[src/design/ahci_command_descriptor_builder_assert.svh]
// Assertion macros for the AHCI command descriptor builder.
// Uses clk_i and rst_ni of the module that includes this header.
`ifndef AHCI_COMMAND_DESCRIPTOR_BUILDER_ASSERT_SVH
`define AHCI_COMMAND_DESCRIPTOR_BUILDER_ASSERT_SVH

`ifndef SYNTHESIS
`define ACDB_ASSERT_IMP(lbl, ante, cons, msg) \
  lbl: assert property (@(posedge clk_i) disable iff (!rst_ni) (ante) |-> (cons)) \
    else $error(msg);
`define ACDB_ASSERT_NXT(lbl, ante, cons, msg) \
  lbl: assert property (@(posedge clk_i) disable iff (!rst_ni) (ante) |=> (cons)) \
    else $error(msg);
`else
`define ACDB_ASSERT_IMP(lbl, ante, cons, msg)
`define ACDB_ASSERT_NXT(lbl, ante, cons, msg)
`endif

`endif

[src/design/acdb_pkg.sv]
// Shared constants, payload types and control types of the command descriptor builder.
// No dependencies.
package acdb_pkg;

  localparam int MAX_ENTRIES     = 8;
  localparam int ENTRY_MAX_BYTES = 4194304;
  localparam int SECTOR_BYTES    = 512;

  localparam logic [7:0] FIS_DEVICE_LBA = 8'h40;

  localparam logic [1:0] STATUS_OK    = 2'd0;
  localparam logic [1:0] STATUS_ZERO  = 2'd1;
  localparam logic [1:0] STATUS_RANGE = 2'd2;

  // Remaining bytes of a command: sector count times sector size.
  localparam int LEFT_W  = 16 + $clog2(SECTOR_BYTES);
  localparam int IDX_W   = (MAX_ENTRIES > 1) ? $clog2(MAX_ENTRIES) : 1;
  localparam int TOTAL_W = $clog2(MAX_ENTRIES + 1);
  localparam int CMP_W   = 32;

  typedef struct packed {
    logic [47:0] start_block;
    logic [15:0] sector_total;
    logic [63:0] buffer_base;
    logic [7:0]  ata_opcode;
    logic        host_to_device;
  } req_t;

  typedef struct packed {
    logic [1:0]  status;
    logic [63:0] entry_address;
    logic [21:0] entry_bytes_minus_one;
    logic        entry_interrupt;
    logic [2:0]  entry_number;
    logic [3:0]  entry_total;
    logic [7:0]  fis_opcode;
    logic [47:0] fis_block;
    logic [15:0] fis_count;
    logic [7:0]  fis_device_byte;
    logic        write_direction;
    logic        last;
  } ent_t;

  typedef struct packed {
    logic load;
    logic check;
    logic step;
    logic show_status;
  } dp_cmd_t;

  typedef struct packed {
    logic reject;
    logic fin;
  } dp_stat_t;

endpackage

[src/design/acdb_req_if.sv]
// Request channel: valid/ready handshake carrying one disk command.
// Depends on acdb_pkg.
interface acdb_req_if;
  logic            valid;
  logic            ready;
  acdb_pkg::req_t  payload;

  modport source (output valid, output payload, input ready);
  modport sink (input valid, input payload, output ready);
endinterface

[src/design/acdb_ent_if.sv]
// Entry channel: valid/ready handshake carrying one scatter entry or status result.
// Depends on acdb_pkg.
interface acdb_ent_if;
  logic            valid;
  logic            ready;
  acdb_pkg::ent_t  payload;

  modport source (output valid, output payload, input ready);
  modport sink (input valid, input payload, output ready);
endinterface

[src/design/ahci_command_descriptor_builder.sv]
// AHCI command descriptor builder: one disk command in, its scatter entries out.
// Instantiates acdb_regs, acdb_ctrl and acdb_dp; uses acdb_pkg and both channel interfaces.
// Usage:
//   req_i carries one command (start block, sector count, buffer base, opcode,
//   direction) under a valid/ready handshake. ent_o returns the scatter entries
//   of that command in address order, one transfer per entry, each piece at
//   most ENTRY_MAX_BYTES long and at most MAX_ENTRIES of them; last marks the
//   final one. A zero count or a range past a nonzero device_blocks gives a
//   single status result instead.
//   device_blocks is written through the APB-style port at byte address 0.
// Timing:
//   The command is registered in its accept cycle, checked and counted in the
//   next, and the first entry is valid on the cycle after that. Entries then
//   follow one per cycle while the receiver holds ready high. A new command is
//   accepted once the last result has been transferred; the controller handles
//   one command at a time.
// Reset and stalls:
//   Reset returns the controller to idle and clears device_blocks to zero.
//   When the receiver holds ready low the current result stays on ent_o
//   unchanged until it is transferred.
module ahci_command_descriptor_builder (
  input  logic        clk_i,
  input  logic        rst_ni,
  acdb_req_if.sink    req_i,
  acdb_ent_if.source  ent_o,
  input  logic        psel,
  input  logic        penable,
  input  logic        pwrite,
  input  logic [3:0]  paddr,
  input  logic [63:0] pwdata,
  output logic [63:0] prdata,
  output logic        pready
);

  logic [47:0]        dev_blocks;
  acdb_pkg::dp_cmd_t  dp_cmd;
  acdb_pkg::dp_stat_t dp_stat;

  acdb_regs u_regs (
    .clk_i        (clk_i),
    .rst_ni       (rst_ni),
    .psel         (psel),
    .penable      (penable),
    .pwrite       (pwrite),
    .paddr        (paddr),
    .pwdata       (pwdata),
    .prdata       (prdata),
    .pready       (pready),
    .dev_blocks_o (dev_blocks)
  );

  acdb_ctrl u_ctrl (
    .clk_i       (clk_i),
    .rst_ni      (rst_ni),
    .in_valid_i  (req_i.valid),
    .in_ready_o  (req_i.ready),
    .out_valid_o (ent_o.valid),
    .out_ready_i (ent_o.ready),
    .stat_i      (dp_stat),
    .cmd_o       (dp_cmd)
  );

  acdb_dp u_dp (
    .clk_i        (clk_i),
    .dev_blocks_i (dev_blocks),
    .req_i        (req_i.payload),
    .cmd_i        (dp_cmd),
    .stat_o       (dp_stat),
    .ent_o        (ent_o.payload)
  );

endmodule

[src/design/acdb_regs.sv]
// APB-style configuration register holding the device capacity.
// Depends on nothing but its ports.
module acdb_regs (
  input  logic        clk_i,
  input  logic        rst_ni,
  input  logic        psel,
  input  logic        penable,
  input  logic        pwrite,
  input  logic [3:0]  paddr,
  input  logic [63:0] pwdata,
  output logic [63:0] prdata,
  output logic        pready,
  output logic [47:0] dev_blocks_o
);

  logic [47:0] dev_blocks_q, dev_blocks_d;
  logic        wr_en;

  // Register 0 sits at byte address 0; bit 3 selects the next 8-byte slot.
  assign wr_en = psel && penable && pwrite && !paddr[3];

  always_comb begin
    dev_blocks_d = dev_blocks_q;
    if (wr_en) begin
      dev_blocks_d = pwdata[47:0];
    end
  end

  always_ff @(posedge clk_i or negedge rst_ni) begin
    if (!rst_ni) begin
      dev_blocks_q <= 48'd0;
    end else begin
      dev_blocks_q <= dev_blocks_d;
    end
  end

  assign prdata       = paddr[3] ? 64'd0 : {16'd0, dev_blocks_q};
  assign pready       = 1'b1;
  assign dev_blocks_o = dev_blocks_q;

endmodule

[src/design/acdb_dp.sv]
// Datapath: request registers, range and zero checks, entry count and the
// address/length walk over the buffer. Depends on acdb_pkg.
module acdb_dp (
  input  logic               clk_i,
  input  logic [47:0]        dev_blocks_i,
  input  acdb_pkg::req_t     req_i,
  input  acdb_pkg::dp_cmd_t  cmd_i,
  output acdb_pkg::dp_stat_t stat_o,
  output acdb_pkg::ent_t     ent_o
);

  localparam logic [acdb_pkg::LEFT_W-1:0] EntryMax =
    acdb_pkg::LEFT_W'(acdb_pkg::ENTRY_MAX_BYTES);

  acdb_pkg::req_t                  req_q;
  logic [acdb_pkg::LEFT_W-1:0]     left_q;
  logic [63:0]                     addr_q;
  logic [acdb_pkg::IDX_W-1:0]      idx_q;
  logic [acdb_pkg::TOTAL_W-1:0]    total_q;
  logic [1:0]                      status_q;

  logic                            zero_cnt;
  logic                            out_range;
  logic [48:0]                     end_block;
  logic [acdb_pkg::MAX_ENTRIES-1:0] above_k;
  logic [acdb_pkg::TOTAL_W-1:0]    total_calc;
  logic [acdb_pkg::LEFT_W-1:0]     take;

  assign zero_cnt  = (req_q.sector_total == 16'd0);
  assign end_block = {1'b0, req_q.start_block} + 49'(req_q.sector_total);
  assign out_range = (dev_blocks_i != 48'd0) && (end_block > {1'b0, dev_blocks_i});

  // Entry count as a thermometer: entry k exists when more than k full pieces remain.
  always_comb begin
    for (int k = 0; k < acdb_pkg::MAX_ENTRIES; k++) begin
      above_k[k] = acdb_pkg::CMP_W'(left_q) > acdb_pkg::CMP_W'(k * acdb_pkg::ENTRY_MAX_BYTES);
    end
  end
  assign total_calc = acdb_pkg::TOTAL_W'($countones(above_k));

  assign take = (left_q > EntryMax) ? EntryMax : left_q;

  always_ff @(posedge clk_i) begin
    if (cmd_i.load) begin
      req_q  <= req_i;
      left_q <= acdb_pkg::LEFT_W'(req_i.sector_total) *
                acdb_pkg::LEFT_W'(acdb_pkg::SECTOR_BYTES);
      addr_q <= req_i.buffer_base;
      idx_q  <= '0;
    end else if (cmd_i.check) begin
      total_q <= total_calc;
      if (zero_cnt) begin
        status_q <= acdb_pkg::STATUS_ZERO;
      end else if (out_range) begin
        status_q <= acdb_pkg::STATUS_RANGE;
      end else begin
        status_q <= acdb_pkg::STATUS_OK;
      end
    end else if (cmd_i.step) begin
      addr_q <= addr_q + 64'(take);
      left_q <= left_q - take;
      idx_q  <= idx_q + acdb_pkg::IDX_W'(1);
    end
  end

  assign stat_o.reject = zero_cnt || out_range;
  assign stat_o.fin    = ((acdb_pkg::TOTAL_W'(idx_q) + acdb_pkg::TOTAL_W'(1)) == total_q);

  always_comb begin
    ent_o = '0;
    if (cmd_i.show_status) begin
      ent_o.status = status_q;
      ent_o.last   = 1'b1;
    end else begin
      ent_o.status                = acdb_pkg::STATUS_OK;
      ent_o.entry_address         = addr_q;
      ent_o.entry_bytes_minus_one = 22'(take - acdb_pkg::LEFT_W'(1));
      ent_o.entry_interrupt       = stat_o.fin;
      ent_o.entry_number          = 3'(idx_q);
      ent_o.entry_total           = 4'(total_q);
      ent_o.fis_opcode            = req_q.ata_opcode;
      ent_o.fis_block             = req_q.start_block;
      ent_o.fis_count             = req_q.sector_total;
      ent_o.fis_device_byte       = acdb_pkg::FIS_DEVICE_LBA;
      ent_o.write_direction       = req_q.host_to_device;
      ent_o.last                  = stat_o.fin;
    end
  end

endmodule

[src/design/acdb_ctrl.sv]
// Controller: sequences accept, check, entry emission and status results.
// Depends on acdb_pkg and the assertion macro header.
`include "ahci_command_descriptor_builder_assert.svh"

module acdb_ctrl (
  input  logic               clk_i,
  input  logic               rst_ni,
  input  logic               in_valid_i,
  output logic               in_ready_o,
  output logic               out_valid_o,
  input  logic               out_ready_i,
  input  acdb_pkg::dp_stat_t stat_i,
  output acdb_pkg::dp_cmd_t  cmd_o
);

  localparam logic [1:0] S_IDLE  = 2'd0;
  localparam logic [1:0] S_CHECK = 2'd1;
  localparam logic [1:0] S_EMIT  = 2'd2;
  localparam logic [1:0] S_STAT  = 2'd3;

  logic [1:0] state_q, state_d;
  logic       in_xfer, out_xfer;

  assign in_ready_o  = (state_q == S_IDLE);
  assign out_valid_o = (state_q == S_EMIT) || (state_q == S_STAT);
  assign in_xfer     = in_valid_i && in_ready_o;
  assign out_xfer    = out_valid_o && out_ready_i;

  always_comb begin
    state_d = state_q;
    cmd_o   = '0;
    case (state_q)
      S_IDLE: begin
        if (in_valid_i) begin
          cmd_o.load = 1'b1;
          state_d    = S_CHECK;
        end
      end
      S_CHECK: begin
        cmd_o.check = 1'b1;
        state_d     = stat_i.reject ? S_STAT : S_EMIT;
      end
      S_EMIT: begin
        if (out_ready_i) begin
          if (stat_i.fin) begin
            state_d = S_IDLE;
          end else begin
            cmd_o.step = 1'b1;
          end
        end
      end
      S_STAT: begin
        cmd_o.show_status = 1'b1;
        if (out_ready_i) begin
          state_d = S_IDLE;
        end
      end
      default: begin
        state_d = S_IDLE;
      end
    endcase
  end

  always_ff @(posedge clk_i or negedge rst_ni) begin
    if (!rst_ni) begin
      state_q <= S_IDLE;
    end else begin
      state_q <= state_d;
    end
  end

  `ACDB_ASSERT_NXT(a_accept_to_check, in_xfer, state_q == S_CHECK, "accept did not start a check")
  `ACDB_ASSERT_IMP(a_no_overlap, out_valid_o, !in_ready_o, "input taken while results pending")
  `ACDB_ASSERT_NXT(a_stall_holds, out_valid_o && !out_ready_i, state_q == $past(state_q),
                   "stalled result changed state")
  `ACDB_ASSERT_NXT(a_final_to_idle, (state_q == S_EMIT) && out_xfer && stat_i.fin,
                   state_q == S_IDLE, "final entry did not end the command")

endmodule
[src/flat_wrapper.sv]
// flat-port wrapper written by rule: the top's interface ports become plain ports
module ahci_command_descriptor_builder_flat 
  (clk_i, rst_ni, psel, penable, pwrite, paddr, pwdata, prdata, pready, req_i_valid, req_i_payload, req_i_ready, ent_o_valid, ent_o_payload, ent_o_ready);
  acdb_req_if req_i_i ();
  acdb_ent_if ent_o_i ();
  input  logic clk_i;
  input  logic rst_ni;
  input  logic psel;
  input  logic penable;
  input  logic pwrite;
  input  logic [3:0] paddr;
  input  logic [63:0] pwdata;
  output logic [63:0] prdata;
  output logic pready;
  input wire logic [$bits(req_i_i.valid)-1:0] req_i_valid;
  input wire logic [$bits(req_i_i.payload)-1:0] req_i_payload;
  output wire logic [$bits(req_i_i.ready)-1:0] req_i_ready;
  output wire logic [$bits(ent_o_i.valid)-1:0] ent_o_valid;
  output wire logic [$bits(ent_o_i.payload)-1:0] ent_o_payload;
  input wire logic [$bits(ent_o_i.ready)-1:0] ent_o_ready;
  assign req_i_i.valid = req_i_valid;
  assign req_i_i.payload = req_i_payload;
  assign req_i_ready = req_i_i.ready;
  assign ent_o_valid = ent_o_i.valid;
  assign ent_o_payload = ent_o_i.payload;
  assign ent_o_i.ready = ent_o_ready;
  ahci_command_descriptor_builder u_core (.clk_i(clk_i), .rst_ni(rst_ni), .req_i(req_i_i), .ent_o(ent_o_i), .psel(psel), .penable(penable), .pwrite(pwrite), .paddr(paddr), .pwdata(pwdata), .prdata(prdata), .pready(pready));
endmodule
[config.mk]
export PLATFORM = sky130hd
export DESIGN_NAME = ahci_command_descriptor_builder_flat
export DESIGN_NICKNAME = d
export VERILOG_FILES = /design/src/design/acdb_pkg.sv /design/src/design/acdb_req_if.sv /design/src/design/acdb_ent_if.sv /design/src/design/ahci_command_descriptor_builder.sv /design/src/design/acdb_regs.sv /design/src/design/acdb_dp.sv /design/src/design/acdb_ctrl.sv /design/src/flat_wrapper.sv
export VERILOG_INCLUDE_DIRS = /design/src /design/src/design
export SDC_FILE = /design/constraint.sdc
export NUM_CORES = 1
export LEC_CHECK = 0
export ABC_AREA = 1
export BUFFER_PORTS_ARGS = -buffer_cell sky130_fd_sc_hd__buf_2
export CAP_MARGIN = 10
export CORE_UTILIZATION = 25
export DETAILED_ROUTE_END_ITERATION = 12
export HOLD_SLACK_MARGIN = 0.03
export PLACE_DENSITY = 0.48
export SKIP_CTS_REPAIR_TIMING = 1
export SYNTH_ARGS = -nofsm -noshare
export SYNTH_HDL_FRONTEND = slang
export SYNTH_HIERARCHICAL = 1
export SYNTH_SLANG_ARGS = --single-unit
[constraint.sdc]
create_clock -name clk_i -period 6.8 [get_ports clk_i]
set_input_delay 0.68 -clock clk_i [delete_from_list [all_inputs] [get_ports clk_i]]
set_output_delay 0.68 -clock clk_i [all_outputs]
set_load 0.02 [all_outputs]
==> results of run 1 <==
[metrics by stage]
step / util / worst slack [ns] / area (sq um) / total power (uW) / std cells
floorplan: - / 1.76 / 17400 / 6240 / 2455
global placement: 0.295 / 2.07 / 20200 / 8090 / 3722
detailed placement: 0.295 / 2.06 / 20200 / 8100 / 3722
CTS: 0.311 / 2.04 / 21300 / 9920 / 3784
global route: 0.311 / 1.71 / 21300 / 10600 / 3784
finish: 0.311 / 2.05 / 21300 / 9760 / 3784
[sequential cells by signal (all words and copies together) (netlist names)]
signal	cells
u_core/u_regs/dev_blocks_o	48
u_core/u_dp/left_q	25
u_core/u_dp/req_q	73
u_core/u_dp/status_q	2
u_core/u_dp/addr_q	64
u_core/u_dp/total_q	4
u_core/u_ctrl/state_q	2
u_core/u_dp/idx_q	3
[layout make-up]
class | instances | area, sq um
sequential | 221 | 6270
fill | 7592 | 47200
clock buffer | 42 | 922
multi-input combinational | 1706 | 9010
tap | 931 | 1160
inverter | 440 | 1660
timing repair buffer | 424 | 2150
clock inverter | 20 | 166
[worst max path at each step]
stage	start	endpoint
6_report	u_core/u_dp/req_q[73]$_DFFE_PP_	u_core/u_ctrl/state_q[0]$_DFFE_PN0P_
5_1_grt	u_core/u_dp/req_q[73]$_DFFE_PP_	u_core/u_ctrl/state_q[0]$_DFFE_PN0P_
4_1_cts	u_core/u_dp/req_q[73]$_DFFE_PP_	u_core/u_ctrl/state_q[0]$_DFFE_PN0P_
3_5_place_dp	u_core/u_dp/req_q[73]$_DFFE_PP_	u_core/u_ctrl/state_q[0]$_DFFE_PN0P_
3_3_place_gp	u_core/u_dp/req_q[73]$_DFFE_PP_	u_core/u_ctrl/state_q[0]$_DFFE_PN0P_
2_1_floorplan	u_core/u_ctrl/state_q[1]$_DFFE_PN0P_	u_core/u_dp/addr_q[0]$_DFFE_PP_
[cell usage in the layout, fill, tap and decap left out, drive strengths merged, types with 7 or more instances in the layout]
cell / count
buf: 424
a21oi: 92
clkinv: 13
xnor2: 11
or2: 19
ha: 95
conb: 27
o31ai: 8
clkbuf: 42
nor4: 34
nor3: 59
nand4: 48
nor2: 397
nand3: 156
dfxtp: 12
edfxtp: 159
xor2: 65
dfrtp: 50
a21o: 8
inv: 443
o21ai: 91
a31oi: 15
o211ai: 7
nand2: 538
[metal layers]
metal  global-route usage  vias to the layer above
li1                     -                     8538
met1                0.224                     7717
met2                0.315                      480
met3               0.0254                       74
met4               0.0464                        0
met5                    0                        -
[cells by family (layout without fill, tap and decap cells)]
family / count (synthesis) / after routing
and+or+nand+nor: 1256 / 1256
buffers and inverters: 528 / 926
AOI/OAI and AO/OA: 246 / 246
DFF: 221 / 221
adders and majority gates: 101 / 101
xor gates and xnor gates: 76 / 76
other: 4 / 27
[critical path, stage by stage (launching register included)]
cell      delay [ns]
edfxtp_1        0.40
ha_1            0.20
inv_1           0.06
fa_1            0.38
nand3b_1        0.17
nand2_1         0.12
a21oi_1         0.14
o21ai_1         0.29
nand2_1         0.11
nand2_1         0.28
nand4_1         0.26
nor2_1          0.23
nand2_1         0.09
xor2_1          0.17
ha_1            0.32
nand4_1         0.23
nor4_1          0.51
nand4_1         0.14
nor2_1          0.12
a21oi_1         0.07
nand2_1         0.13
nand2_1         0.06
nand3_1         0.08
nand3_1         0.07
[where the power goes]
| part | leakage (uW) | switching, uW | total, uW | internal (uW) |
|---|---|---|---|---|
| registers | 0.00222 | 434 | 2540 | 2100 |
| clock network | 0.000533 | 704 | 1750 | 1040 |
| logic | 0.00785 | 3780 | 5470 | 1700 |
==> impl_metrics.py, run 1 <==
metrics = {
    "placement": {
        "hpwlAfterDp_um": 50700,
        "port_buffers": 413,
        "place.gp.congestion": 0.910,
    },
    "floorplanning": {
        "pin_count": 457,
        "coreArea_sq_um": 68600,
        "die-area_sq_um": 70300,
        "rows": 96,
        "start_util": 0.252,
        "fp.dieH_um": 265,
        "dieWidth_um": 265,
    },
    "worst_setup_path": {
        "r2r_cells": 23,
        "cp-end-kind": "register",
        "crit_type": "register to register",
        "ff2ff_setup_slack_ns": 2.05,
        "critPathRequiredTime_ns": 7.22,
        "rr_startpoint": "u_core/u_dp/req_q[73]$_DFFE_PP_",
        "worstReg2RegEnd": "u_core/u_ctrl/state_q[0]$_DFFE_PN0P_",
        "crit_fanout": 6,
        "worst-endpoint-arrival_ns": 5.17,
        "crit_path_start_kind": "register",
    },
    "clocking": {
        "clkTransAtPathRegs_ns": 0.06,
        "clock_sinks": 221,
        "root_buffer": "clkbuf_16",
        "clockBufferDepth": 3,
        "cts_buffers": 34,
        "cts_tree": "done",
        "htreeDepth": 2,
        "clk_latency_ns": 0.55,
    },
    "run": {
        "maxCapViolCount": 0,
    },
    "synthesis": {
        "synth_cell_types": 54,
        "synthTopCellsByArea": "edfxtp_1, nand2_1, inv_1",
        "yosysMostFrequentCell": "nand2_1",
        "synth_ff_type": "edfxtp_1",
        "synth.avg_cell_area_sq_um": 7.12,
        "synthXorXnorAreaFrac": 0.0384,
        "synth_top_family_by_area": "simple AND/OR/NAND/NOR gates",
        "synth_top_area_share": 0.276,
        "yosys-top-cells-count": "nand2_1, inv_1, nor2_1",
        "synthesis.area_sq_um": 17300,
        "yosysTopAreaCell": "edfxtp_1",
        "synth.area.mux_share": 0,
        "synth-adder-area-share": 0.0756,
        "ys_ff_latch": 221,
        "synth_edf_count": 159,
        "yosys_warnings": 6,
        "synth_compound_area_frac": 0.0815,
        "postSynthCellCount": 2432,
        "async_flop_share": 0.226,
        "seq_area_frac_synth": 0.362,
        "synth_simple_gate_area_share": 0.318,
    },
    "timing": {
        "tns_ns": 0,
        "period_share": 0.699,
        "tightest_slew_ns": 0.941,
        "maxSlewViolCount": 0,
        "rsz0062_at_grt": "no",
        "finalHoldViolCount": 0,
        "final.setup_skew_ns": 0.0168,
        "setup_viol": 0,
        "min_period_ns": 4.75,
        "whs_ns": 0.245,
        "fmax_mhz": 210,
        "max-slew-margin-rel": 0.373,
    },
    "cells_and_area": {
        "nNetsFinal": 3140,
        "antenna_cells": 0,
        "drive_above_1_share": 0.197,
        "syn_to_final_growth_pct": 23.2,
    },
    "drt": {
        "wl_per_cell_um": 16.9,
        "dr_wl_met3_um": 2970,
        "met2_length_um": 31500,
        "top_layer": "met4",
        "viasPerCell": 4.44,
        "m1WireLength_um": 28100,
        "routed-via-count": 16809,
        "drt-total-wl_um": 64000,
        "drc_errors": 0,
        "drt-initial-drc-count": 1170,
        "ant_nets": 0,
        "drt_first_pass_iters": 6,
    },
    "outcome": {
        "run_status": "finished, final reports clean",
    },
    "power": {
        "leakage_uw": 0.0106,
        "power_density_nw_per_um2": 457,
        "peakVddDrop_v": 0.000278,
    },
    "global_routing": {
        "grt_pass1_wl_um": 96000,
        "antenna_found_initial": 0,
        "grt_max_degree": 95,
        "grt_pass1_vias": 16229,
        "grtUsageTotal": 0.178,
        "grt_overflow": 0,
    },
    "hold_path": {
        "hp-class": "input pin to async pin",
    },
}
No activity file was read; power rests on OpenSTA's default activity.
==> inputs of run 2 (changes only) <==
==> constraint.sdc (replaced) <==
create_clock -name clk_i -period 4.39 [get_ports clk_i]
set_input_delay 0.439 -clock clk_i [delete_from_list [all_inputs] [get_ports clk_i]]
set_output_delay 0.439 -clock clk_i [all_outputs]
set_load 0.02 [all_outputs]
==> run 2 against run 1 <==
Via count rose by 2.3%; die area unchanged; final cell count grew 2.3%; flip-flop and latch count did not move; non-clock buffer count rose by 91; core utilization grew 1.1 points; global-route usage barely moved; critical path depth is 6 lower; cell area up 3.6%; worst hold slack got worse by 0.18 ns; register-to-register slack got worse by 1.7 ns.
==> impl_metrics.py, run 2 (same netlist as run 1, synthesis figures left out) <==
metrics = {
    "outcome": {
        "run_status": "finished, final reports clean",
    },
    "floorplanning": {
        "dieWidth_um": 265,
        "die-area_sq_um": 70300,
        "start_util": 0.252,
        "coreArea_sq_um": 68600,
        "fp.dieH_um": 265,
        "rows": 96,
        "pin_count": 457,
    },
    "drt": {
        "met2_length_um": 31700,
        "wl_per_cell_um": 16.8,
        "ant_nets": 0,
        "drt-initial-drc-count": 1056,
        "drt_first_pass_iters": 5,
        "drt-total-wl_um": 64900,
        "m1WireLength_um": 27900,
        "viasPerCell": 4.44,
        "top_layer": "met5",
        "routed-via-count": 17199,
        "drc_errors": 0,
        "dr_wl_met3_um": 3210,
    },
    "power": {
        "p_int_uw": 7490,
        "p_sw_uw": 7590,
        "p_clk_frac": 0.161,
        "peakVddDrop_v": 0.000462,
        "power_frac_comb": 0.579,
        "seq_power_share": 0.260,
        "power_density_nw_per_um2": 683,
        "p_sw_frac": 0.503,
        "leakage_uw": 0.0109,
    },
    "global_routing": {
        "grtUsageTotal": 0.178,
        "grt_max_degree": 82,
        "antenna_found_initial": 2,
        "grt_overflow": 0,
        "grt_pass1_wl_um": 96400,
        "grt_pass1_vias": 16274,
    },
    "timing": {
        "min_period_ns": 4.07,
        "maxSlewViolCount": 0,
        "period_share": 0.928,
        "max-slew-margin-rel": 0.473,
        "finalHoldViolCount": 0,
        "final.setup_skew_ns": 0.0134,
        "fmax_mhz": 245,
        "tns_ns": 0,
        "rsz0062_at_grt": "no",
        "setup_viol": 0,
        "tightest_slew_ns": 0.791,
    },
    "placement": {
        "place.gp.congestion": 0.899,
        "port_buffers": 413,
        "hpwlAfterDp_um": 51900,
    },
    "clocking": {
        "clk_latency_ns": 0.60,
        "cts_tree": "done",
        "clock_sinks": 221,
        "clockBufferDepth": 3,
        "clkTransAtPathRegs_ns": 0.06,
        "root_buffer": "clkbuf_16",
        "cts_buffers": 31,
        "htreeDepth": 1,
    },
    "cells_and_area": {
        "fillers": 7610,
        "layout.core_utilization": 0.322,
        "syn_to_final_growth_pct": 27.6,
        "top_register": "u_core/u_dp/req_q",
        "largest_reg_flops": 73,
        "nNetsFinal": 3228,
        "seq_area_sq_um": 6270,
        "final_cell_mix": "nand2_1, inv_1, buf_2",
        "multi_input_area_sq_um": 9020,
        "final_common_cell": "nand2_1",
        "drive_above_1_share": 0.200,
    },
    "worst_setup_path": {
        "crit_fanout": 3,
        "worst-endpoint-arrival_ns": 4.41,
        "crit_path_start_kind": "register",
        "ff2ff_setup_slack_ns": 0.32,
        "worstReg2RegEnd": "u_core/u_dp/total_q[2]$_DFFE_PP_",
        "crit_type": "register to register",
        "worstSetupStartpoint": "u_core/u_dp/left_q[9]$_DFFE_PP_",
        "cp-end-kind": "register",
        "critPathRequiredTime_ns": 4.72,
        "rr_startpoint": "u_core/u_dp/left_q[9]$_DFFE_PP_",
        "r2r_cells": 17,
        "endpoint": "u_core/u_dp/total_q[2]$_DFFE_PP_",
    },
    "hold_path": {
        "hp-class": "input pin to register",
    },
    "run": {
        "maxCapViolCount": 0,
    },
}
-- run 2: changes by cell type in the layout (fill, tap and decap cells not counted), sizes merged --
cell,before,now
buf,424,455
clkbuf,42,44
clkinv,13,7
clkinvlp,2,3
diode,0,1
dlygate4sd3,0,60
inv,443,441
-- run 2: worst min path at each step --
stage                            start                                          to  cells after the start
floorplan                       rst_ni        u_core/u_ctrl/state_q[0]$_DFFE_PN0P_                      0
global placement                rst_ni  u_core/u_regs/dev_blocks_o[41]$_DFFE_PN0P_                      1
detailed placement              rst_ni  u_core/u_regs/dev_blocks_o[35]$_DFFE_PN0P_                      1
CTS                             rst_ni  u_core/u_regs/dev_blocks_o[35]$_DFFE_PN0P_                      1
global route        req_i_payload[110]            u_core/u_dp/req_q[110]$_DFFE_PP_                      1
finish               req_i_payload[78]             u_core/u_dp/req_q[78]$_DFFE_PP_                      1
-- run 2: layout make-up --
type | instances | area share
Antenna cell | 1 | 0.000113
Clock buffer | 44 | 0.0378
Clock inverter | 13 | 0.00606
Inverter | 440 | 0.0752
Multi-Input combinational cell | 1706 | 0.408
Sequential cell | 221 | 0.283
Tap cell | 931 | 0.0527
Timing Repair Buffer | 515 | 0.137
-- run 2: critical path: stages (launching register included) --
cell	delay (ns)
edfxtp_1	0.40
inv_1	0.12
nand2_1	0.10
nor2_1	0.17
nand3_1	0.11
nor3_1	0.20
buf_4	0.15
nand2_1	0.07
nand2_1	0.08
nand2_1	0.06
fa_1	0.48
inv_1	0.05
fa_1	0.53
inv_1	0.05
fa_1	0.47
ha_1	0.24
fa_1	0.38
xor2_1	0.15
-- run 2: per-stage QoR --
step	instances	cell area [sq um]	setup WS [ns]	total power (uW)	hold slack, ns
floorplan	2455	17400	0.128	9650	0.143
global placement	3750	20500	0.289	12700	0.362
detailed placement	3750	20500	0.257	12700	0.353
CTS	3807	21500	0.241	15300	-0.310
global route	3871	22100	0.0210	16300	0.0386
finish	3871	22100	0.316	15100	0.0649
-- run 2: layer usage --
| metal | GRT usage | vias up |
|---|---|---|
| met2 | 0.316 | 503 |
| met1 | 0.222 | 7890 |
| met4 | 0.0542 | 2 |
| met5 | 0 | - |
| li1 | - | 8713 |
| met3 | 0.0248 | 91 |
-- run 2: power groups by stage --
stage / sequential, uW / clock (uW) / combinational [uW]
5_1_grt: 4030 / 2590 / 9730
3_3_place_gp: 3960 / 0 / 8760
2_1_floorplan: 3700 / 0 / 5940
3_5_place_dp: 3970 / 0 / 8770
4_1_cts: 3940 / 2540 / 8810
6_report: 3930 / 2430 / 8730
==> inputs of run 3 (changes only) <==
--- a/config.mk
+++ b/config.mk
@@ -13,6 +13,7 @@
 export DETAILED_ROUTE_END_ITERATION = 12
 export HOLD_SLACK_MARGIN = 0.03
 export PLACE_DENSITY = 0.48
+export REMOVE_ABC_BUFFERS = 1
 export SKIP_CTS_REPAIR_TIMING = 1
 export SYNTH_ARGS = -nofsm -noshare
 export SYNTH_HDL_FRONTEND = slang
==> run 3 against run 2 <==
Power is 2.5% higher; clock power is 15% higher; final cell count is 0.18% higher; routed wire length hardly changed; worst setup slack worse by 0.058 ns; critical path depth is 1 lower; sequential power hardly changed; via count is 0.29% higher; worst hold slack worse by 0.020 ns; core utilization is 0.28 points higher; clock skew is 0.0027 ns higher; register-to-register slack worse by 0.06 ns; largest power group unchanged.
==> impl_metrics.py, run 3 (same netlist as run 1, synthesis figures left out) <==
metrics = {
    "global_routing": {
        "grt_overflow": 0,
        "grt_pass1_vias": 16440,
        "grtUsageTotal": 0.178,
        "grt_pass1_wl_um": 96900,
        "grt_max_degree": 91,
        "antenna_found_initial": 1,
    },
    "timing": {
        "finalHoldViolCount": 0,
        "period_share": 0.941,
        "rsz0062_at_grt": "yes",
        "maxSlewViolCount": 0,
        "max-slew-margin-rel": 0.389,
        "fmax_mhz": 242,
        "tightest_slew_ns": 0.917,
        "setup_viol": 0,
        "layout_setup_ws_ns": 0.258,
        "min_period_ns": 4.13,
        "final.setup_skew_ns": 0.0161,
    },
    "drt": {
        "drt-total-wl_um": 65000,
        "viasPerCell": 4.45,
        "drt_first_pass_iters": 6,
        "top_layer": "met5",
        "drt-initial-drc-count": 1047,
        "dr_wl_met3_um": 3400,
        "drc_errors": 0,
        "wl_per_cell_um": 16.8,
        "ant_nets": 0,
        "routed-via-count": 17249,
        "met2_length_um": 31400,
        "m1WireLength_um": 28500,
    },
    "worst_setup_path": {
        "crit_path_start_kind": "register",
        "rr_startpoint": "u_core/u_dp/left_q[10]$_DFFE_PP_",
        "worst-endpoint-arrival_ns": 4.47,
        "slowest_delay_ns": 0.53,
        "cp-end-kind": "register",
        "crit_fanout": 4,
        "crit_slowest_cell": "fa_1",
        "crit_type": "register to register",
        "worstReg2RegEnd": "u_core/u_dp/total_q[2]$_DFFE_PP_",
        "ff2ff_setup_slack_ns": 0.26,
        "worstPathCellList": "inv_2, nand2_1, nor2_1, nand3_1, nor3_4, nand2_1, nand2_1, nand2_1, fa_1, inv_1, fa_1, inv_1, fa_1, ha_1, fa_1, xor2_1",
        "r2r_cells": 16,
        "critPathRequiredTime_ns": 4.73,
    },
    "cells_and_area": {
        "drive_above_1_share": 0.205,
        "largest_reg_flops": 73,
        "finalNonFillerCells": 3878,
        "final_common_cell": "nand2_1",
        "nNetsFinal": 3235,
        "multi_input_area_sq_um": 9040,
        "syn_to_final_growth_pct": 28.8,
        "seq_area_sq_um": 6270,
        "top_register": "u_core/u_dp/req_q",
        "antenna_cells": 0,
        "final_cell_mix": "nand2_1, inv_1, buf_2",
        "fillers": 7620,
    },
    "clocking": {
        "cts_buffers": 31,
        "htreeDepth": 1,
        "cts_tree": "done",
        "clockBufferDepth": 3,
        "clkTransAtPathRegs_ns": 0.06,
        "clock_sinks": 221,
        "root_buffer": "clkbuf_16",
        "clk_latency_ns": 0.60,
    },
    "power": {
        "leakage_uw": 0.0111,
        "power_density_nw_per_um2": 694,
        "peakVddDrop_v": 0.000384,
    },
    "placement": {
        "place.gp.congestion": 0.922,
        "port_buffers": 413,
        "hpwlAfterDp_um": 51800,
        "pre_cts_ws_ns": 0.170,
        "dp.cells": 3753,
    },
    "hold_path": {
        "hp-class": "input pin to register",
        "hold_depth": 1,
        "min_to": "u_core/u_dp/req_q[4]$_DFFE_PP_",
        "hp-start": "req_i_payload[4]",
    },
    "run": {
        "maxCapViolCount": 0,
    },
    "floorplanning": {
        "coreArea_sq_um": 68600,
        "die-area_sq_um": 70300,
        "pin_count": 457,
        "dieWidth_um": 265,
        "start_util": 0.252,
        "rows": 96,
        "fp.dieH_um": 265,
    },
    "outcome": {
        "run_status": "finished, final reports clean",
    },
}
[run 3: layout make-up]
cell class | count | share of cell area
Sequential cell | 221 | 0.281
Multi-Input combinational cell | 1707 | 0.405
Clock inverter | 22 | 0.0123
Tap cell | 931 | 0.0522
Timing Repair Buffer | 521 | 0.137
Clock buffer | 36 | 0.0375
Inverter | 440 | 0.0745
[run 3: worst max-delay path by stage]
stage,startpoint,slack [ns],to,depth (start not counted)
after global placement,u_core/u_dp/left_q[10]$_DFFE_PP_,0.18,u_core/u_dp/total_q[2]$_DFFE_PP_,16
after floorplan,u_core/u_ctrl/state_q[1]$_DFFE_PN0P_,-3.73,u_core/u_dp/addr_q[0]$_DFFE_PP_,5
after CTS,u_core/u_dp/left_q[10]$_DFFE_PP_,0.1,u_core/u_dp/total_q[2]$_DFFE_PP_,16
after detailed placement,u_core/u_dp/left_q[10]$_DFFE_PP_,0.17,u_core/u_dp/total_q[2]$_DFFE_PP_,16
final,u_core/u_dp/left_q[10]$_DFFE_PP_,0.26,u_core/u_dp/total_q[2]$_DFFE_PP_,16
after global routing,u_core/u_dp/req_q[73]$_DFFE_PP_,-0.04,u_core/u_ctrl/state_q[0]$_DFFE_PN0P_,23
[run 3: metal layers]
layer  GRT usage  vias to the layer above
met1       0.227                     7929
met4      0.0472                        2
met2       0.311                      496
met5           0                        -
li1            -                     8742
met3      0.0268                       80
[run 3: critical path: cells and delay by family (launching register included)]
family	cells	cell delay, ns
xor+xnor	1	0.15
fa+ha+maj	5	2.10
buf+inv	3	0.21
simple gates	7	0.98
flops	1	0.42
[run 3: through the flow]
stage / cell area (sq um) / hold WS, ns / total power [uW] / util / TNS [ns]
floorplan: 16900 / 0.143 / 9580 / - / -401.85
global placement: 20500 / 0.486 / 12700 / 0.299 / 0
detailed placement: 20500 / 0.486 / 12700 / 0.299 / 0
CTS: 21600 / -0.0438 / 15600 / 0.315 / 0
global route: 22300 / 0.0316 / 16700 / 0.325 / -0.0433
finish: 22300 / 0.0452 / 15500 / 0.325 / 0
[run 3: power breakdown]
| group | leakage, uW | internal [uW] | switching, uW |
|---|---|---|---|
| Sequential | 0.00222 | 3260 | 665 |
| Combinational | 0.00829 | 2800 | 5960 |
| Clock | 0.000553 | 1710 | 1070 |
| Total | 0.0111 | 7770 | 7700 |
